$ cat src/rtl/core/sifr_pkg.sv
// ----------------------------------------------------------------------------
// sifr_pkg
// Shared types and codes of the stuffed information-frame receiver:
// parser phases, register indexes, verdict codes and the result record.
// ----------------------------------------------------------------------------
package sifr_pkg;

    // receive parser phases
    typedef enum logic [2:0] {
        PH_HUNT = 3'd0,
        PH_FLAG = 3'd1,
        PH_ADDR = 3'd2,
        PH_CTRL = 3'd3,
        PH_DATA = 3'd4,
        PH_ESC  = 3'd5
    } t_phase;

    // configuration register indexes
    localparam int unsigned CfgIdxW = 3;
    typedef enum logic [CfgIdxW-1:0] {
        CFG_FLAG     = 3'd0,
        CFG_ADDRESS  = 3'd1,
        CFG_CTRL_SEQ0 = 3'd2,
        CFG_CTRL_SEQ1 = 3'd3,
        CFG_ESCAPE   = 3'd4,
        CFG_ESC_FLAG = 3'd5,
        CFG_ESC_ESC  = 3'd6
    } t_cfg_idx;

    // configuration reset values
    localparam logic [7:0] RST_FLAG      = 8'h7E;
    localparam logic [7:0] RST_ADDRESS   = 8'h03;
    localparam logic [7:0] RST_CTRL_SEQ0 = 8'h00;
    localparam logic [7:0] RST_CTRL_SEQ1 = 8'h40;
    localparam logic [7:0] RST_ESCAPE    = 8'h7D;
    localparam logic [7:0] RST_ESC_FLAG  = 8'h5E;
    localparam logic [7:0] RST_ESC_ESC   = 8'h5D;

    // result kinds
    localparam logic KIND_PAYLOAD = 1'b0;
    localparam logic KIND_VERDICT = 1'b1;

    // frame status codes
    localparam logic [1:0] ST_NEW = 2'd0;
    localparam logic [1:0] ST_DUP = 2'd1;
    localparam logic [1:0] ST_ERR = 2'd2;

    // reply kinds
    localparam logic REPLY_RR  = 1'b0;
    localparam logic REPLY_REJ = 1'b1;

    // configuration register set
    typedef struct packed {
        logic [7:0] flag_byte;
        logic [7:0] address_byte;
        logic [7:0] control_seq0;
        logic [7:0] control_seq1;
        logic [7:0] escape_byte;
        logic [7:0] escaped_flag_code;
        logic [7:0] escaped_escape_code;
    } t_cfg;

    // one result item
    typedef struct packed {
        logic       result_kind;
        logic [7:0] payload_byte;
        logic [1:0] frame_status;
        logic       reply_kind;
        logic       reply_sequence;
        logic       frame_sequence;
    } t_result;

endpackage

$ cat src/rtl/core/sifr_cfg_regs.sv
// ----------------------------------------------------------------------------
// sifr_cfg_regs
// Configuration register file; writes to unknown indexes are dropped.
// ----------------------------------------------------------------------------
module sifr_cfg_regs (
    input  logic                           i_clk,
    input  logic                           i_rst_n,
    input  logic                           i_wr,
    input  logic [sifr_pkg::CfgIdxW-1:0]   i_index,
    input  logic [7:0]                     i_data,
    output sifr_pkg::t_cfg                 o_cfg
);

    sifr_pkg::t_cfg r_cfg;

    // register writes
    always_ff @(posedge i_clk) begin
        if (!i_rst_n) begin
            r_cfg.flag_byte           <= sifr_pkg::RST_FLAG;
            r_cfg.address_byte        <= sifr_pkg::RST_ADDRESS;
            r_cfg.control_seq0        <= sifr_pkg::RST_CTRL_SEQ0;
            r_cfg.control_seq1        <= sifr_pkg::RST_CTRL_SEQ1;
            r_cfg.escape_byte         <= sifr_pkg::RST_ESCAPE;
            r_cfg.escaped_flag_code   <= sifr_pkg::RST_ESC_FLAG;
            r_cfg.escaped_escape_code <= sifr_pkg::RST_ESC_ESC;
        end else if (i_wr) begin
            unique case (sifr_pkg::t_cfg_idx'(i_index))
                sifr_pkg::CFG_FLAG:      r_cfg.flag_byte           <= i_data;
                sifr_pkg::CFG_ADDRESS:   r_cfg.address_byte        <= i_data;
                sifr_pkg::CFG_CTRL_SEQ0: r_cfg.control_seq0        <= i_data;
                sifr_pkg::CFG_CTRL_SEQ1: r_cfg.control_seq1        <= i_data;
                sifr_pkg::CFG_ESCAPE:    r_cfg.escape_byte         <= i_data;
                sifr_pkg::CFG_ESC_FLAG:  r_cfg.escaped_flag_code   <= i_data;
                sifr_pkg::CFG_ESC_ESC:   r_cfg.escaped_escape_code <= i_data;
                default: ;
            endcase
        end
    end

    assign o_cfg = r_cfg;

endmodule

$ cat src/rtl/core/sifr_parser.sv
// ----------------------------------------------------------------------------
// sifr_parser
// Frame parser: header hunt, destuffing, one-byte delay, trailing check and
// verdict. Produces at most one result per accepted byte.
// ----------------------------------------------------------------------------
module sifr_parser (
    input  logic                  i_clk,
    input  logic                  i_rst_n,
    input  sifr_pkg::t_cfg        i_cfg,
    input  logic                  i_acc,
    input  logic [7:0]            i_rx_byte,
    output logic                  o_res_valid,
    output sifr_pkg::t_result     o_res
);

    sifr_pkg::t_phase r_phase, n_phase;
    logic             r_seen_seq, n_seen_seq;
    logic             r_exp_seq, n_exp_seq;
    logic [7:0]       r_xor, n_xor;
    logic [7:0]       r_held, n_held;
    logic [1:0]       r_count, n_count;

    logic       is_flag, is_esc, hdr_ok;
    logic       take, verdict_hit, frame_ok;
    logic [7:0] take_val, ctl_sel;

    // byte classification
    always_comb begin
        is_flag = (i_rx_byte == i_cfg.flag_byte);
        is_esc  = (i_rx_byte == i_cfg.escape_byte);
        ctl_sel = r_seen_seq ? i_cfg.control_seq1 : i_cfg.control_seq0;
        hdr_ok  = (i_rx_byte == (i_cfg.address_byte ^ ctl_sel));
    end

    // next phase
    always_comb begin
        n_phase = r_phase;
        if (i_acc) begin
            unique case (r_phase)
                sifr_pkg::PH_FLAG: begin
                    if (i_rx_byte == i_cfg.address_byte) n_phase = sifr_pkg::PH_ADDR;
                    else if (is_flag)                    n_phase = sifr_pkg::PH_FLAG;
                    else                                 n_phase = sifr_pkg::PH_HUNT;
                end
                sifr_pkg::PH_ADDR: begin
                    if (i_rx_byte == i_cfg.control_seq0 ||
                        i_rx_byte == i_cfg.control_seq1) n_phase = sifr_pkg::PH_CTRL;
                    else if (is_flag)                    n_phase = sifr_pkg::PH_FLAG;
                    else                                 n_phase = sifr_pkg::PH_HUNT;
                end
                sifr_pkg::PH_CTRL: begin
                    n_phase = hdr_ok ? sifr_pkg::PH_DATA : sifr_pkg::PH_HUNT;
                end
                sifr_pkg::PH_DATA: begin
                    if (is_flag)     n_phase = sifr_pkg::PH_HUNT;
                    else if (is_esc) n_phase = sifr_pkg::PH_ESC;
                    else             n_phase = sifr_pkg::PH_DATA;
                end
                sifr_pkg::PH_ESC: begin
                    n_phase = sifr_pkg::PH_DATA;
                end
                default: begin
                    n_phase = is_flag ? sifr_pkg::PH_FLAG : sifr_pkg::PH_HUNT;
                end
            endcase
        end
    end

    // destuffing, check and result
    always_comb begin
        take     = 1'b0;
        take_val = i_rx_byte;
        if (r_phase == sifr_pkg::PH_DATA) begin
            take = !is_flag && !is_esc;
        end else if (r_phase == sifr_pkg::PH_ESC) begin
            priority if (i_rx_byte == i_cfg.escaped_flag_code) begin
                take     = 1'b1;
                take_val = i_cfg.flag_byte;
            end else if (i_rx_byte == i_cfg.escaped_escape_code) begin
                take     = 1'b1;
                take_val = i_cfg.escape_byte;
            end else begin
                take = 1'b0;
            end
        end
        take        = take && i_acc;
        verdict_hit = i_acc && (r_phase == sifr_pkg::PH_DATA) && is_flag;

        // empty frame fails, one-byte frame passes, else xor must be zero
        frame_ok = (r_count == 2'd1) || ((r_count == 2'd2) && (r_xor == 8'd0));

        n_seen_seq = r_seen_seq;
        n_exp_seq  = r_exp_seq;
        n_xor      = r_xor;
        n_held     = r_held;
        n_count    = r_count;

        if (i_acc && r_phase == sifr_pkg::PH_ADDR) begin
            if (i_rx_byte == i_cfg.control_seq0)      n_seen_seq = 1'b0;
            else if (i_rx_byte == i_cfg.control_seq1) n_seen_seq = 1'b1;
        end
        if (i_acc && r_phase == sifr_pkg::PH_CTRL && hdr_ok) begin
            n_xor   = 8'd0;
            n_held  = 8'd0;
            n_count = 2'd0;
        end
        if (take) begin
            n_held = take_val;
            n_xor  = r_xor ^ take_val;
            if (r_count != 2'd2) n_count = r_count + 2'd1;
        end
        if (verdict_hit && frame_ok && (r_seen_seq == r_exp_seq)) begin
            n_exp_seq = ~r_exp_seq;
        end

        o_res_valid = verdict_hit || (take && (r_count != 2'd0));
        o_res       = '0;
        if (verdict_hit) begin
            o_res.result_kind    = sifr_pkg::KIND_VERDICT;
            o_res.reply_kind     = frame_ok ? sifr_pkg::REPLY_RR : sifr_pkg::REPLY_REJ;
            o_res.reply_sequence = ~r_seen_seq;
            o_res.frame_sequence = r_seen_seq;
            if (!frame_ok)                    o_res.frame_status = sifr_pkg::ST_ERR;
            else if (r_seen_seq == r_exp_seq) o_res.frame_status = sifr_pkg::ST_NEW;
            else                              o_res.frame_status = sifr_pkg::ST_DUP;
        end else begin
            o_res.result_kind  = sifr_pkg::KIND_PAYLOAD;
            o_res.payload_byte = r_held;
        end
    end

    // parser state
    always_ff @(posedge i_clk) begin
        if (!i_rst_n) begin
            r_phase    <= sifr_pkg::PH_HUNT;
            r_seen_seq <= 1'b0;
            r_exp_seq  <= 1'b0;
            r_xor      <= 8'd0;
            r_held     <= 8'd0;
            r_count    <= 2'd0;
        end else begin
            r_phase    <= n_phase;
            r_seen_seq <= n_seen_seq;
            r_exp_seq  <= n_exp_seq;
            r_xor      <= n_xor;
            r_held     <= n_held;
            r_count    <= n_count;
        end
    end

endmodule

$ cat src/rtl/core/sifr_out_buf.sv
// ----------------------------------------------------------------------------
// sifr_out_buf
// Two-entry result buffer: output register plus skid register, so the
// input side keeps flowing while a result waits downstream.
// ----------------------------------------------------------------------------
module sifr_out_buf (
    input  logic               i_clk,
    input  logic               i_rst_n,
    input  logic               i_push,
    input  sifr_pkg::t_result  i_data,
    output logic               o_full,
    output logic               o_valid,
    input  logic               i_stall,
    output sifr_pkg::t_result  o_data
);

    logic              r_main_valid, r_skid_valid;
    sifr_pkg::t_result r_main, r_skid;
    logic              pop;

    assign pop = r_main_valid && !i_stall;

    // control bits
    always_ff @(posedge i_clk) begin
        if (!i_rst_n) begin
            r_main_valid <= 1'b0;
            r_skid_valid <= 1'b0;
        end else if (r_skid_valid) begin
            if (pop) r_skid_valid <= 1'b0;
        end else if (i_push) begin
            if (r_main_valid && !pop) r_skid_valid <= 1'b1;
            else                      r_main_valid <= 1'b1;
        end else if (pop) begin
            r_main_valid <= 1'b0;
        end
    end

    // payload
    always_ff @(posedge i_clk) begin
        if (r_skid_valid) begin
            if (pop) r_main <= r_skid;
        end else if (i_push) begin
            if (r_main_valid && !pop) r_skid <= i_data;
            else                      r_main <= i_data;
        end
    end

    assign o_full  = r_skid_valid;
    assign o_valid = r_main_valid;
    assign o_data  = r_main;

endmodule

$ cat src/rtl/core/stuffed_iframe_receiver_unit.sv
// ----------------------------------------------------------------------------
// stuffed_iframe_receiver_unit
// Each result is registered in the result buffer (output or skid register) before it shows on the output.
// Throughput: one line byte per cycle; the parser state updates in one pass.
// The input stalls only while both result buffer entries are occupied.
// Reset (synchronous, active low) restores register defaults, hunting phase,
// sequence bits to zero and an empty result buffer.
// ----------------------------------------------------------------------------
module stuffed_iframe_receiver_unit (
    input  logic                          i_clk,
    input  logic                          i_rst_n,
    // line byte input
    input  logic                          i_in_valid,
    output logic                          o_in_stall,
    input  logic [7:0]                    i_rx_byte,
    // result output
    output logic                          o_out_valid,
    input  logic                          i_out_stall,
    output logic                          o_result_kind,
    output logic [7:0]                    o_payload_byte,
    output logic [1:0]                    o_frame_status,
    output logic                          o_reply_kind,
    output logic                          o_reply_sequence,
    output logic                          o_frame_sequence,
    // configuration writes
    input  logic                          i_cfg_valid,
    output logic                          o_cfg_ready,
    input  logic [sifr_pkg::CfgIdxW-1:0]  i_cfg_index,
    input  logic [7:0]                    i_cfg_data
);

    sifr_pkg::t_cfg    cfg;
    sifr_pkg::t_result res, out_res;
    logic              res_valid, buf_full, in_acc;

    assign o_cfg_ready = 1'b1;
    assign o_in_stall  = buf_full;
    assign in_acc      = i_in_valid && !buf_full;

    // configuration registers
    sifr_cfg_regs u_cfg (
        .i_clk   (i_clk),
        .i_rst_n (i_rst_n),
        .i_wr    (i_cfg_valid && o_cfg_ready),
        .i_index (i_cfg_index),
        .i_data  (i_cfg_data),
        .o_cfg   (cfg)
    );

    // frame parser
    sifr_parser u_parser (
        .i_clk       (i_clk),
        .i_rst_n     (i_rst_n),
        .i_cfg       (cfg),
        .i_acc       (in_acc),
        .i_rx_byte   (i_rx_byte),
        .o_res_valid (res_valid),
        .o_res       (res)
    );

    // result buffer
    sifr_out_buf u_out (
        .i_clk   (i_clk),
        .i_rst_n (i_rst_n),
        .i_push  (res_valid),
        .i_data  (res),
        .o_full  (buf_full),
        .o_valid (o_out_valid),
        .i_stall (i_out_stall),
        .o_data  (out_res)
    );

    assign o_result_kind    = out_res.result_kind;
    assign o_payload_byte   = out_res.payload_byte;
    assign o_frame_status   = out_res.frame_status;
    assign o_reply_kind     = out_res.reply_kind;
    assign o_reply_sequence = out_res.reply_sequence;
    assign o_frame_sequence = out_res.frame_sequence;

endmodule
$ cat config.mk
export PLATFORM = sky130hd
export DESIGN_NAME = stuffed_iframe_receiver_unit
export DESIGN_NICKNAME = d
export VERILOG_FILES = /design/src/rtl/core/sifr_pkg.sv /design/src/rtl/core/sifr_cfg_regs.sv /design/src/rtl/core/sifr_parser.sv /design/src/rtl/core/sifr_out_buf.sv /design/src/rtl/core/stuffed_iframe_receiver_unit.sv
export SDC_FILE = /design/constraint.sdc
export NUM_CORES = 1
export LEC_CHECK = 0
export BUFFER_PORTS_ARGS = -buffer_cell sky130_fd_sc_hd__buf_2
export CAP_MARGIN = 10
export CORE_UTILIZATION = 30
export DETAILED_ROUTE_END_ITERATION = 6
export PLACE_DENSITY = 0.57
export SKIP_LAST_GASP = 1
export SLEW_MARGIN = 10
export SYNTH_ARGS = -nofsm -noshare
export SYNTH_HDL_FRONTEND = slang
export SYNTH_SLANG_ARGS = --single-unit
$ cat constraint.sdc
create_clock -name i_clk -period 4.7 [get_ports i_clk]
set_input_delay 0.47 -clock i_clk [delete_from_list [all_inputs] [get_ports i_clk]]
set_output_delay 0.47 -clock i_clk [all_outputs]
set_load 0.02 [all_outputs]
==> results of run 1 <==
registers in the layout (all words and copies together), names as in the netlist:
| signal | count |
|---|---|
| u_out.o_full | 1 |
| u_parser.r_xor | 8 |
| u_parser.r_count | 2 |
| u_parser.r_seen_seq | 1 |
| u_parser.r_exp_seq | 1 |
| u_parser.r_phase | 3 |
| u_out.o_data | 13 |
| u_out.o_valid | 1 |
| u_out.r_skid | 13 |
| u_cfg.o_cfg | 56 |
| u_parser.r_held | 8 |
metal layers:
layer	wire, um	part of all wire [%]	track usage (%)	vias to the layer above
met2	5450	43	21.8	134
met5	0	0	0	-
met1	6090	48	21.7	1881
met3	957	7.6	3.46	14
li1	-	-	-	2026
met4	140	1.1	4.36	0
path summary, 6_finish.rpt:
| path | from | end | slack (ns) |
|---|---|---|---|
| max reg2reg | u_cfg.o_cfg[9] | u_out.o_data[3] | 1.71 |
| min | i_cfg_data[7] | u_cfg.o_cfg[47] | 0.43 |
| min reg2reg | u_parser.r_held[7] | u_parser.r_held[7] | 0.45 |
| max | u_cfg.o_cfg[9] | u_out.o_data[3] | 1.71 |
cell families (layout without fill, tap and decap cells):
group	Yosys count	count (layout)
mux	25	25
other cells	1	1
simple gates	257	257
buf+inv	42	71
flops	107	107
compound gates	79	79
xor+xnor	65	65
critical path: cells and delay by family, from the launching register on:
kind             cells  cell delay [ns]
flip-flops           1             0.33
XOR/XNOR             1             0.17
AND/OR/NAND/NOR      2             0.49
AO/OA/AOI/OAI        4             1.64
synth_stat cells (all sizes together) (2+ instances only):
library cell and n:
a221oi 8, nor3 5, and3 2, a21oi 36, nor2b 5, xor2 41
nor2 20, nor4 12, mux2i 17, dfxtp 81, a211o 2, nand3 39
o21ai 3, nand4 7, nand2 140, o22ai 8, a21o 5, nand2b 15
xnor2 24, edfxtp 26, o2bb2ai 8, inv 13, buf 13, mux2 8
and2 9, clkbuf 16
per-stage QoR:
step / cells / hold slack (ns) / instance area [um2] / worst slack (ns)
2_1_floorplan: 576 / 0.425 / 5190 / 1.14
3_3_place_gp: 809 / 0.439 / 5520 / 1.46
3_5_place_dp: 809 / 0.445 / 5520 / 1.36
4_1_cts: 825 / 0.428 / 5810 / 1.69
5_1_grt: 825 / 0.438 / 5810 / 1.55
6_report: 825 / 0.434 / 5810 / 1.71
power by group:
group / total [uW] / internal [uW] / switching [uW]
clock network: 728 / 380 / 348
logic: 128 / 45.6 / 82.6
registers: 966 / 950 / 16.3
layout make-up:
type | count | area share [%]
well taps | 220 | 4.74
repair buffers | 42 | 3.75
clock buffers | 10 | 4.11
inverters | 13 | 0.840
multi-input cells | 427 | 44.4
flip-flops and latches | 107 | 41.3
clock inverters | 6 | 0.818
==> results by group, run 1 <==
Run status
  • Run status: complete, no violations

Timing
  • Worst rel slew slack: a little under two fifths
  • Fin crit period: 2.99 ns
  • Final setup fails: 0
  • Final setup TNS: 0 ns
  • Fin. Hold Viols: 0
  • RSZ-0062 raised after global routing: no
  • Worst-Margin Slew: about 0.9 ns
  • Final Max Tran Viols: 0
  • FMAX: approximately 0.33 GHz
  • Clock Skew: roughly 0.0063 ns
  • Final period utilization: 63.5%

Logic synthesis
  • Area of the mapped netlist: 0.00519 mm2
  • Synth Warn #: 0
  • Post-Syn Area per Cell: roughly 9 um2
  • Synthesized flop and latch total: between 100 and 150
  • Multiplexer share of the synthesized area: about 5%
  • Number of synthesized flops with an enable pin: 26
  • XOR/XNOR Fraction of Synth Area: between 10% and 20%
  • Cell taking the most area after synthesis: dfxtp_1
  • Synth Area in Compound Gates: approximately 11%
  • Syn_nets: 600
  • Most common flop cell mapped by yosys: dfxtp_1
  • Synth top area cells: dfxtp_1 31%, edfxtp_1 15%, nand2_1 10%, xor2_1 6.9%, xnor2_1 4.0%
  • Netlist cell types: 46
  • Synth Instances: roughly 580
  • Area share of and/or/nand/nor cells after synthesis: 22.5%
  • Post-synthesis adder-cell area fraction: 0%
  • Largest family of logic cells by synthesized area: simple AND/OR/NAND/NOR gates
  • Top-area cell type share of the netlist area: between 30 and 40%
  • Ys async rst share: 0%
  • Seq/Total Area, Yosys: 46.3%

Clocking
  • Post-CTS Repair Setup Buffers: 0
  • CTS tree: done
  • Root Driver: clkbuf_16
  • Max clock buf depth: 2
  • Clk slew on worst S/H paths: roughly 0.070 ns
  • Number of H-tree levels: 3
  • Clock sink total: roughly 110
  • Cts bufs inserted: 9
  • Clk_lat worst skew: 0.35 ns
  • Cts repair resizes: 0
  • Hold_buf cts: 0

Worst setup path
  • CP max stage delay: 0.51 ns
  • Worst-path cell chain: xor2_1 -> nor4_2 -> nand2_2 -> a211o_1 -> a21o_4 -> o21ai_1 -> o211a_1
  • Maximum fanout along the worst path: 13
  • CP Capture Type: register
  • Slowest cell on crit path: a211o_1
  • Worst setup SP type: register
  • Crit path DAT: 2.98 ns
  • Required time worst endpoint: around 4.7 ns
  • Worst R2R Path Depth: 7
  • Crit Path Category: reg -> reg

GRT
  • Grt ovf: 0
  • Largest net degree at the start of global routing: 62
  • First-pass GRT wire length: slightly above 20 mm
  • GR Util All Layers: 14.9%
  • Vias in the first global route: approximately 3.8k
  • Initial antenna violation count: 0

Route
  • DR vias: 4055
  • Remaining DRCs: 0
  • Number of DRC markers in iteration 0: between 300 and 400
  • ANT nets after route: 0
  • DR WL/cell: between 15 and 20 um
  • Via density: about 5
  • DR pass1 iterations: 5
  • Final wirelength: 12.6 mm

Cells and area
  • Commonest non-fill, non-tap cell in the layout: nand2_1
  • Register area: ~0.0024 mm2
  • FILL cells: between 1.5k and 2k
  • Synth-to-layout area growth: 11.9%
  • Layout cells sized above 1: 13.1%
  • Multi-input logic area: around 0.0026 mm2
  • Commonest cells after routing, fill and taps aside: 139 x nand2_1, 81 x dfxtp_1, 41 x xor2_1, 39 x nand3_1, 39 x buf_2
  • Antenna cells: 0
  • Nets: between 600 and 700
  • Final core utilization: between 30% and 40%

Floorplan
  • Num ports: 41
  • Initial Util: between 30% and 40%
  • Chip width: approximately 130 um
  • Core Region: 0.0168 mm2
  • Die area: around 0.018 mm2
  • Die Y: about 130 um
  • Rows: 47

Flow run
  • Max Cap Viol: 0

Placement
  • RePlAce Congestion: ~0.9
  • Quantity of I/O buffers inserted on ports: 39
  • Detailed placement HPWL: about 9.5 mm

Power
  • PD cells: around 310 mW/mm2
  • Tot Pwr: 1820 uW
  • Max rail drop VDD: around 170 uV
  • Leak: between 0.002 and 0.0025 uW

Hold path
  • Worst Hold Path Cells: 3
  • Worst hold path class: in -> reg
(Power assumes the default switching activity.)
==> run 2: changes to the inputs <==
==> constraint.sdc (replaced) <==
create_clock -name i_clk -period 3 [get_ports i_clk]
set_input_delay 0.3 -clock i_clk [delete_from_list [all_inputs] [get_ports i_clk]]
set_output_delay 0.3 -clock i_clk [all_outputs]
set_load 0.02 [all_outputs]
==> run 2 against run 1 <==
Compared with the run above:
- clock power rose by 57%
- sequential share of layout area fell by 0.29 points
- wire length fell by 0.79%
- sequential cell count did not move
- setup slack got worse by 1.3 ns
- final area rose by 0.71%
- critical path depth rose by 1
- clock skew rose by 0.0050 ns
- via count fell by 0.42%
- worst hold slack got worse by 0.17 ns
- final cell count rose by 0.61%
- first-iteration DRC count fell by 33%
- critical endpoint is now u_out.r_skid[2]
- highest routed layer unchanged
==> results by group, run 2 (synthesized netlist as in run 1, its figures left out) <==
Hold path
  • Worst hold path class: in -> reg
  • Worst Hold Path Cells: 3 (unchanged)
  • Hold_sp: i_cfg_data[4]

Floorplan
  • Chip width: 134 um (unchanged)
  • Die area: 0.0178 mm2 (unchanged)
  • Core Region: 0.0168 mm2 (unchanged)
  • Rows: 47 (unchanged)
  • Initial Util: 31.0% (unchanged)
  • Die Y: 134 um (unchanged)
  • Num ports: 41 (unchanged)

Route
  • ANT nets after route: 0 (unchanged)
  • Number of DRC markers in iteration 0: 234 (-33%)
  • DR pass1 iterations: 4 (-1)
  • Final wirelength: 12.5 mm (-0.79%)
  • Remaining DRCs: 0 (unchanged)
  • DR vias: 4038 (-0.42%)
  • DR WL/cell: 15.1 um (-1.4%)
  • Via density: 4.87 (-1.0%)

Cells and area
  • Nets: 629 (+0.80%)
  • Antenna cells: 0 (unchanged)
  • Synth-to-layout area growth: 12.7%
  • Final non-filler cell area: 0.00585 mm2 (+0.71%)
  • Final core utilization: 34.9% (+0.25 points)
  • Layout cells sized above 1: 13.8% (+0.71 points)
  • Commonest non-fill, non-tap cell in the layout: nand2_1
  • Commonest cells after routing, fill and taps aside: 139 x nand2_1, 81 x dfxtp_1, 41 x xor2_1, 39 x nand3_1, 39 x buf_2
  • Max reg flops: 56 (unchanged)

Power
  • Sw Ratio: 24.9% (+0.32 points)
  • Comb power frac: 7.0% (about the same)
  • PD cells: 487 mW/mm2 (+55%)
  • Clock power frac: 39.9% (about the same)
  • Leak: 0.00227 uW (+2.1%)
  • Tot Pwr: 2850 uW (+56%)
  • Max rail drop VDD: 279 uV (+62%)
  • Flop pwr share: 53.0% (about the same)
  • Sw Pwr: 709 uW (+58%)
  • Int Pwr: 2140 uW (+56%)

Timing
  • Final period utilization: 87.2% (+24 points)
  • Final Max Tran Viols: 0 (unchanged)
  • FMAX: 0.382 GHz (+14%)
  • Fin crit period: 2.61 ns (-0.371 ns)
  • Worst rel slew slack: 38.9% (+0.95 points)
  • Final WS setup: 0.385 ns (-1.33 ns)
  • Fin. Hold Viols: 0 (unchanged)
  • RSZ-0062 raised after global routing: no
  • Clock Skew: 0.0113 ns (+0.00498 ns)
  • Worst-Margin Slew: 0.910 ns (-0.0178 ns)
  • Final setup TNS: 0 ns (unchanged)
  • Final setup fails: 0 (unchanged)

GRT
  • M3 GR Usage: 3.27% (-0.19 points)
  • Grt ovf: 0 (unchanged)
  • Initial antenna violation count: 0 (unchanged)
  • Met2 GRT Util: 22.0% (+0.12 points)
  • GR Util All Layers: 14.6% (-0.37 points)
  • Vias in the first global route: 3688 (-3.3%)
  • Largest net degree at the start of global routing: 61 (-1.6%)
  • First-pass GRT wire length: 20.3 mm (-1.3%)
  • GR peak layer: met2
  • Met1 usage: 21.4% (-0.24 points)

Placement
  • RePlAce Congestion: 0.881 (about the same)
  • Dpl cell area: 0.00557 mm2 (+0.77%)
  • Detailed placement HPWL: 9.49 mm (about the same)
  • Quantity of I/O buffers inserted on ports: 39 (unchanged)
  • Pre-CTS WS: 0.234 ns (-1.13 ns)

Clocking
  • Clk slew on worst S/H paths: 0.08 ns (about the same)
  • Cts repair resizes: 0 (unchanged)
  • Post-CTS Repair Setup Buffers: 0 (unchanged)
  • Hold_buf cts: 0 (unchanged)
  • CTS tree: done
  • Number of H-tree levels: 3 (unchanged)
  • Max clock buf depth: 2 (unchanged)
  • Cts bufs inserted: 9 (unchanged)
  • Clk_lat worst skew: 0.35 ns (about the same)
  • Root Driver: clkbuf_16
  • Clock sink total: 107 (unchanged)

Worst setup path
  • Worst R2R Path Depth: 8 (+1)
  • Maximum fanout along the worst path: 13 (unchanged)
  • CP Depth: 8 (+1)
  • Crit Path Category: reg -> reg
  • Slowest cell on crit path: dfxtp_1
  • WP buf/inv: 1 (+1)
  • Crit path from: u_cfg.o_cfg[0]
  • CP Capture Type: register
  • Crit path DAT: 2.66 ns (-0.32 ns)
  • Critical R2R Launch: u_cfg.o_cfg[0]
  • CP max stage delay: 0.36 ns (-0.15 ns)
  • Worst setup SP type: register
  • Family with the most delay on the worst path: compound AO/OA/AOI/OAI gates
  • Required time worst endpoint: 3.04 ns (-1.66 ns)
  • Worst-path cell chain: xor2_1 -> nor4_1 -> nand2_1 -> a211o_1 -> a21o_4 -> o21ai_1 -> nor3b_2 -> buf_4

Flow run
  • Max Cap Viol: 0 (unchanged)

Run status
  • Run status: complete, no violations
run 2: changes by cell type in the layout (fill, tap and decap cells not counted), sizes merged:
| cell | delta |
|---|---|
| inv | +1 |
| buf | +5 |
| clkinv | -1 |
run 2: area by class of cell:
cell class / instances / area, um2
Clock buffer: 10 / 229
Clock inverter: 6 / 56.3
Fill cell: 1741 / 10900
Inverter: 13 / 48.8
Multi-Input combinational cell: 427 / 2580
Sequential cell: 107 / 2400
Tap cell: 220 / 275
Timing Repair Buffer: 47 / 255
run 2: routing by layer:
metal	vias up	share of wire [%]
li1	2031	-
met1	1905	50
met2	95	44
met3	7	5.2
met4	0	0.58
met5	-	0
run 2: path summary, 6_finish.rpt:
check	end	slack (ns)
setup / recovery	u_out.r_skid[2]	0.39
hold / removal	u_cfg.o_cfg[28]	0.26
setup reg to reg	u_out.r_skid[2]	0.39
hold reg to reg	u_parser.r_held[7]	0.44
run 2: metrics by stage:
stage / cells / hold WS, ns
3_5_place_dp: 814 / 0.439
2_1_floorplan: 576 / 0.424
5_1_grt: 830 / 0.280
3_3_place_gp: 814 / 0.437
6_report: 830 / 0.259
4_1_cts: 830 / 0.264
run 2: power by group through the flow:
stage	sequential (uW)	clock, uW	combinational (uW)
2_1_floorplan	1530	0	144
3_3_place_gp	1550	0	197
3_5_place_dp	1550	0	200
4_1_cts	1510	1160	201
5_1_grt	1510	1230	224
6_report	1510	1140	200
run 2: worst register-to-register path, stage by stage (launching register included):
cell     delay, ns
dfxtp_1       0.36
xor2_1        0.17
nor4_1        0.36
nand2_1       0.11
a211o_1       0.31
a21o_4        0.29
o21ai_1       0.27
nor3b_2       0.21
buf_4         0.23
==> run 3: changes to the inputs <==
--- a/config.mk
+++ b/config.mk
@@ -7,8 +7,10 @@
 export LEC_CHECK = 0
 export BUFFER_PORTS_ARGS = -buffer_cell sky130_fd_sc_hd__buf_2
 export CAP_MARGIN = 10
+export CORE_MARGIN = 2
 export CORE_UTILIZATION = 30
 export DETAILED_ROUTE_END_ITERATION = 6
+export MAX_ROUTING_LAYER = met4
 export PLACE_DENSITY = 0.57
 export SKIP_LAST_GASP = 1
 export SLEW_MARGIN = 10
==> constraint.sdc (replaced) <==
create_clock -name i_clk -period 2.7 [get_ports i_clk]
set_input_delay 0.27 -clock i_clk [delete_from_list [all_inputs] [get_ports i_clk]]
set_output_delay 0.27 -clock i_clk [all_outputs]
set_load 0.02 [all_outputs]
==> run 3 against run 2 <==
Compared with the run above:
- final cell count rose by 1.6%
- clock power rose by 23%
- clock-buffer cell count fell by 1
- sequential share of layout area fell by 0.99 points
- first-iteration DRC count rose by 35%
- sequential cell count did not move
- critical endpoint is now u_out.r_skid[6]
- highest routed layer unchanged
==> results by group, run 3 (synthesized netlist as in run 1, its figures left out) <==
Timing
  • Worst-Margin Slew: 0.953 ns (+0.0432 ns)
  • Clock Skew: 0.00598 ns (-0.00528 ns)
  • Final WS setup: 0.242 ns (-0.143 ns)
  • Final period utilization: 91.0% (+3.9 points)
  • Worst Hold Slack: 0.253 ns (-0.00606 ns)
  • Fin crit period: 2.46 ns (-0.157 ns)
  • Final Max Tran Viols: 0 (unchanged)
  • Fin. Hold Viols: 0 (unchanged)
  • Final setup TNS: 0 ns (unchanged)
  • Worst rel slew slack: 36.0% (-2.9 points)
  • RSZ-0062 raised after global routing: no
  • FMAX: 0.407 GHz (+6.4%)
  • Final setup fails: 0 (unchanged)

Route
  • DR WL/cell: 15.7 um (+4.1%)
  • Final wirelength: 13.3 mm (+5.7%)
  • DR vias: 4180 (+3.5%)
  • Number of DRC markers in iteration 0: 317 (+35%)
  • ANT nets after route: 0 (unchanged)
  • Remaining DRCs: 0 (unchanged)
  • DR pass1 iterations: 5 (+1)
  • Via density: 4.96 (+1.9%)

Floorplan
  • Chip width: 136 um (+1.5%)
  • Rows: 48 (+2.1%)
  • Core Region: 0.0171 mm2 (+2.1%)
  • Initial Util: 30.3% (-0.65 points)
  • Die area: 0.0184 mm2 (+3.0%)
  • Die Y: 136 um (+1.5%)
  • Num ports: 41 (unchanged)

GRT
  • Largest net degree at the start of global routing: 44 (-28%)
  • Initial antenna violation count: 0 (unchanged)
  • Grt ovf: 0 (unchanged)
  • First-pass GRT wire length: 21.4 mm (+5.1%)
  • GR Util All Layers: 15.5% (+0.94 points)
  • Vias in the first global route: 3984 (+8.0%)

Power
  • Sw Pwr: 826 uW (+17%)
  • PD cells: 552 mW/mm2 (+13%)
  • Flop pwr share: 50.8% (-2.2 points)
  • Leak: 0.00233 uW (+2.9%)
  • Max rail drop VDD: 334 uV (+20%)
  • Comb power frac: 7.1% (about the same)
  • Clock power frac: 42.2% (+2.3 points)
  • Sw Ratio: 25.0% (+0.11 points)
  • Int Pwr: 2480 uW (+16%)

Worst setup path
  • Maximum fanout along the worst path: 13 (unchanged)
  • Crit path DAT: 2.53 ns (-0.13 ns)
  • Required time worst endpoint: 2.77 ns (-0.27 ns)
  • Worst setup SP type: register
  • Worst R2R Path Depth: 8 (unchanged)
  • Crit Path Category: reg -> reg
  • CP Capture Type: register

Clocking
  • Root Driver: clkbuf_16
  • Clk_lat worst skew: 0.36 ns (about the same)
  • Hold_buf cts: 0 (unchanged)
  • CTS tree: done
  • Clock sink total: 107 (unchanged)
  • Post-CTS Repair Setup Buffers: 0 (unchanged)
  • Number of H-tree levels: 3 (unchanged)
  • Max clock buf depth: 2 (unchanged)
  • Cts repair resizes: 0 (unchanged)
  • Cts bufs inserted: 9 (unchanged)
  • Clk slew on worst S/H paths: 0.08 ns (about the same)

Placement
  • Pre-CTS WS: 0.149 ns (-0.0855 ns)
  • Quantity of I/O buffers inserted on ports: 39 (unchanged)
  • Detailed placement HPWL: 9.95 mm (+4.8%)
  • RePlAce Congestion: 0.900 (+2.1%)

Cells and area
  • Max reg flops: 56 (unchanged)
  • Synth-to-layout area growth: 15.5%
  • Antenna cells: 0 (unchanged)
  • Commonest non-fill, non-tap cell in the layout: nand2_1
  • Nets: 637 (+1.3%)
  • Layout cells sized above 1: 15.2% (+1.4 points)
  • Commonest cells after routing, fill and taps aside: 139 x nand2_1, 81 x dfxtp_1, 41 x xor2_1, 39 x nand3_1, 39 x buf_2
  • FILL cells: 1754 (+0.75%)

Run status
  • Run status: complete, no violations

Hold path
  • Worst hold path class: in -> reg
  • Worst Hold Path Cells: 3 (unchanged)

Flow run
  • Max Cap Viol: 0 (unchanged)
==> run 3: cell count changes in the layout (fill, tap and decap cells not counted), sizes merged <==
cell      delta
clkinv       +2
clkinvlp     -1
inv          -1
buf          +8
bufinv       +1
clkbuf       -1
==> run 3: critical path: stages (launching register included) <==
cell     delay (ns)
dfxtp_1        0.33
xor2_1         0.16
nor4_1         0.41
nand2_1        0.11
a211o_1        0.35
a21o_4         0.24
o21ai_4        0.17
nor3b_4        0.24
buf_12         0.17
==> run 3: path summary, 6_finish.rpt <==
path	start	endpoint	slack (ns)
hold reg to reg	u_parser.r_held[7]	u_parser.r_held[7]	0.46
setup / recovery	u_cfg.o_cfg[2]	u_out.r_skid[6]	0.24
hold / removal	i_cfg_data[4]	u_cfg.o_cfg[28]	0.25
setup reg to reg	u_cfg.o_cfg[2]	u_out.r_skid[6]	0.24
==> run 3: metrics by stage <==
stage,util (%),instance area [um2],power (uW),std cells
after floorplan,-,5210,1870,576
after global placement,33.2,5680,1940,827
after detailed placement,33.2,5680,1950,827
after CTS,35.0,6000,3330,843
after global routing,35.0,6000,3430,843
final,35.0,6000,3310,843
==> run 3: metal layers <==
| metal | wire length, um | part of all wire, % | GRT usage [%] |
|---|---|---|---|
| met5 | 0 | 0 | - |
| met4 | 224 | 1.7 | 4.75 |
| met3 | 690 | 5.2 | 3.55 |
| met2 | 6040 | 46 | 23.6 |
| met1 | 6300 | 48 | 20.6 |
==> run 3: power by group through the flow <==
stage	combinational, uW	clock (uW)	sequential (uW)
2_1_floorplan	161	0	1710
3_3_place_gp	226	0	1720
3_5_place_dp	231	0	1720
4_1_cts	232	1420	1680
5_1_grt	257	1490	1680
6_report	234	1400	1680
==> run 3: cell type report <==
cell class | instances | area [um2] | area share [%]
flip-flops and latches | 107 | 2400 | 40.1
well taps | 225 | 282 | 4.70
clock buffers | 9 | 225 | 3.76
inverters | 13 | 48.8 | 0.814
clock inverters | 7 | 95.1 | 1.59
multi-input cells | 427 | 2600 | 43.4
repair buffers | 55 | 340 | 5.68
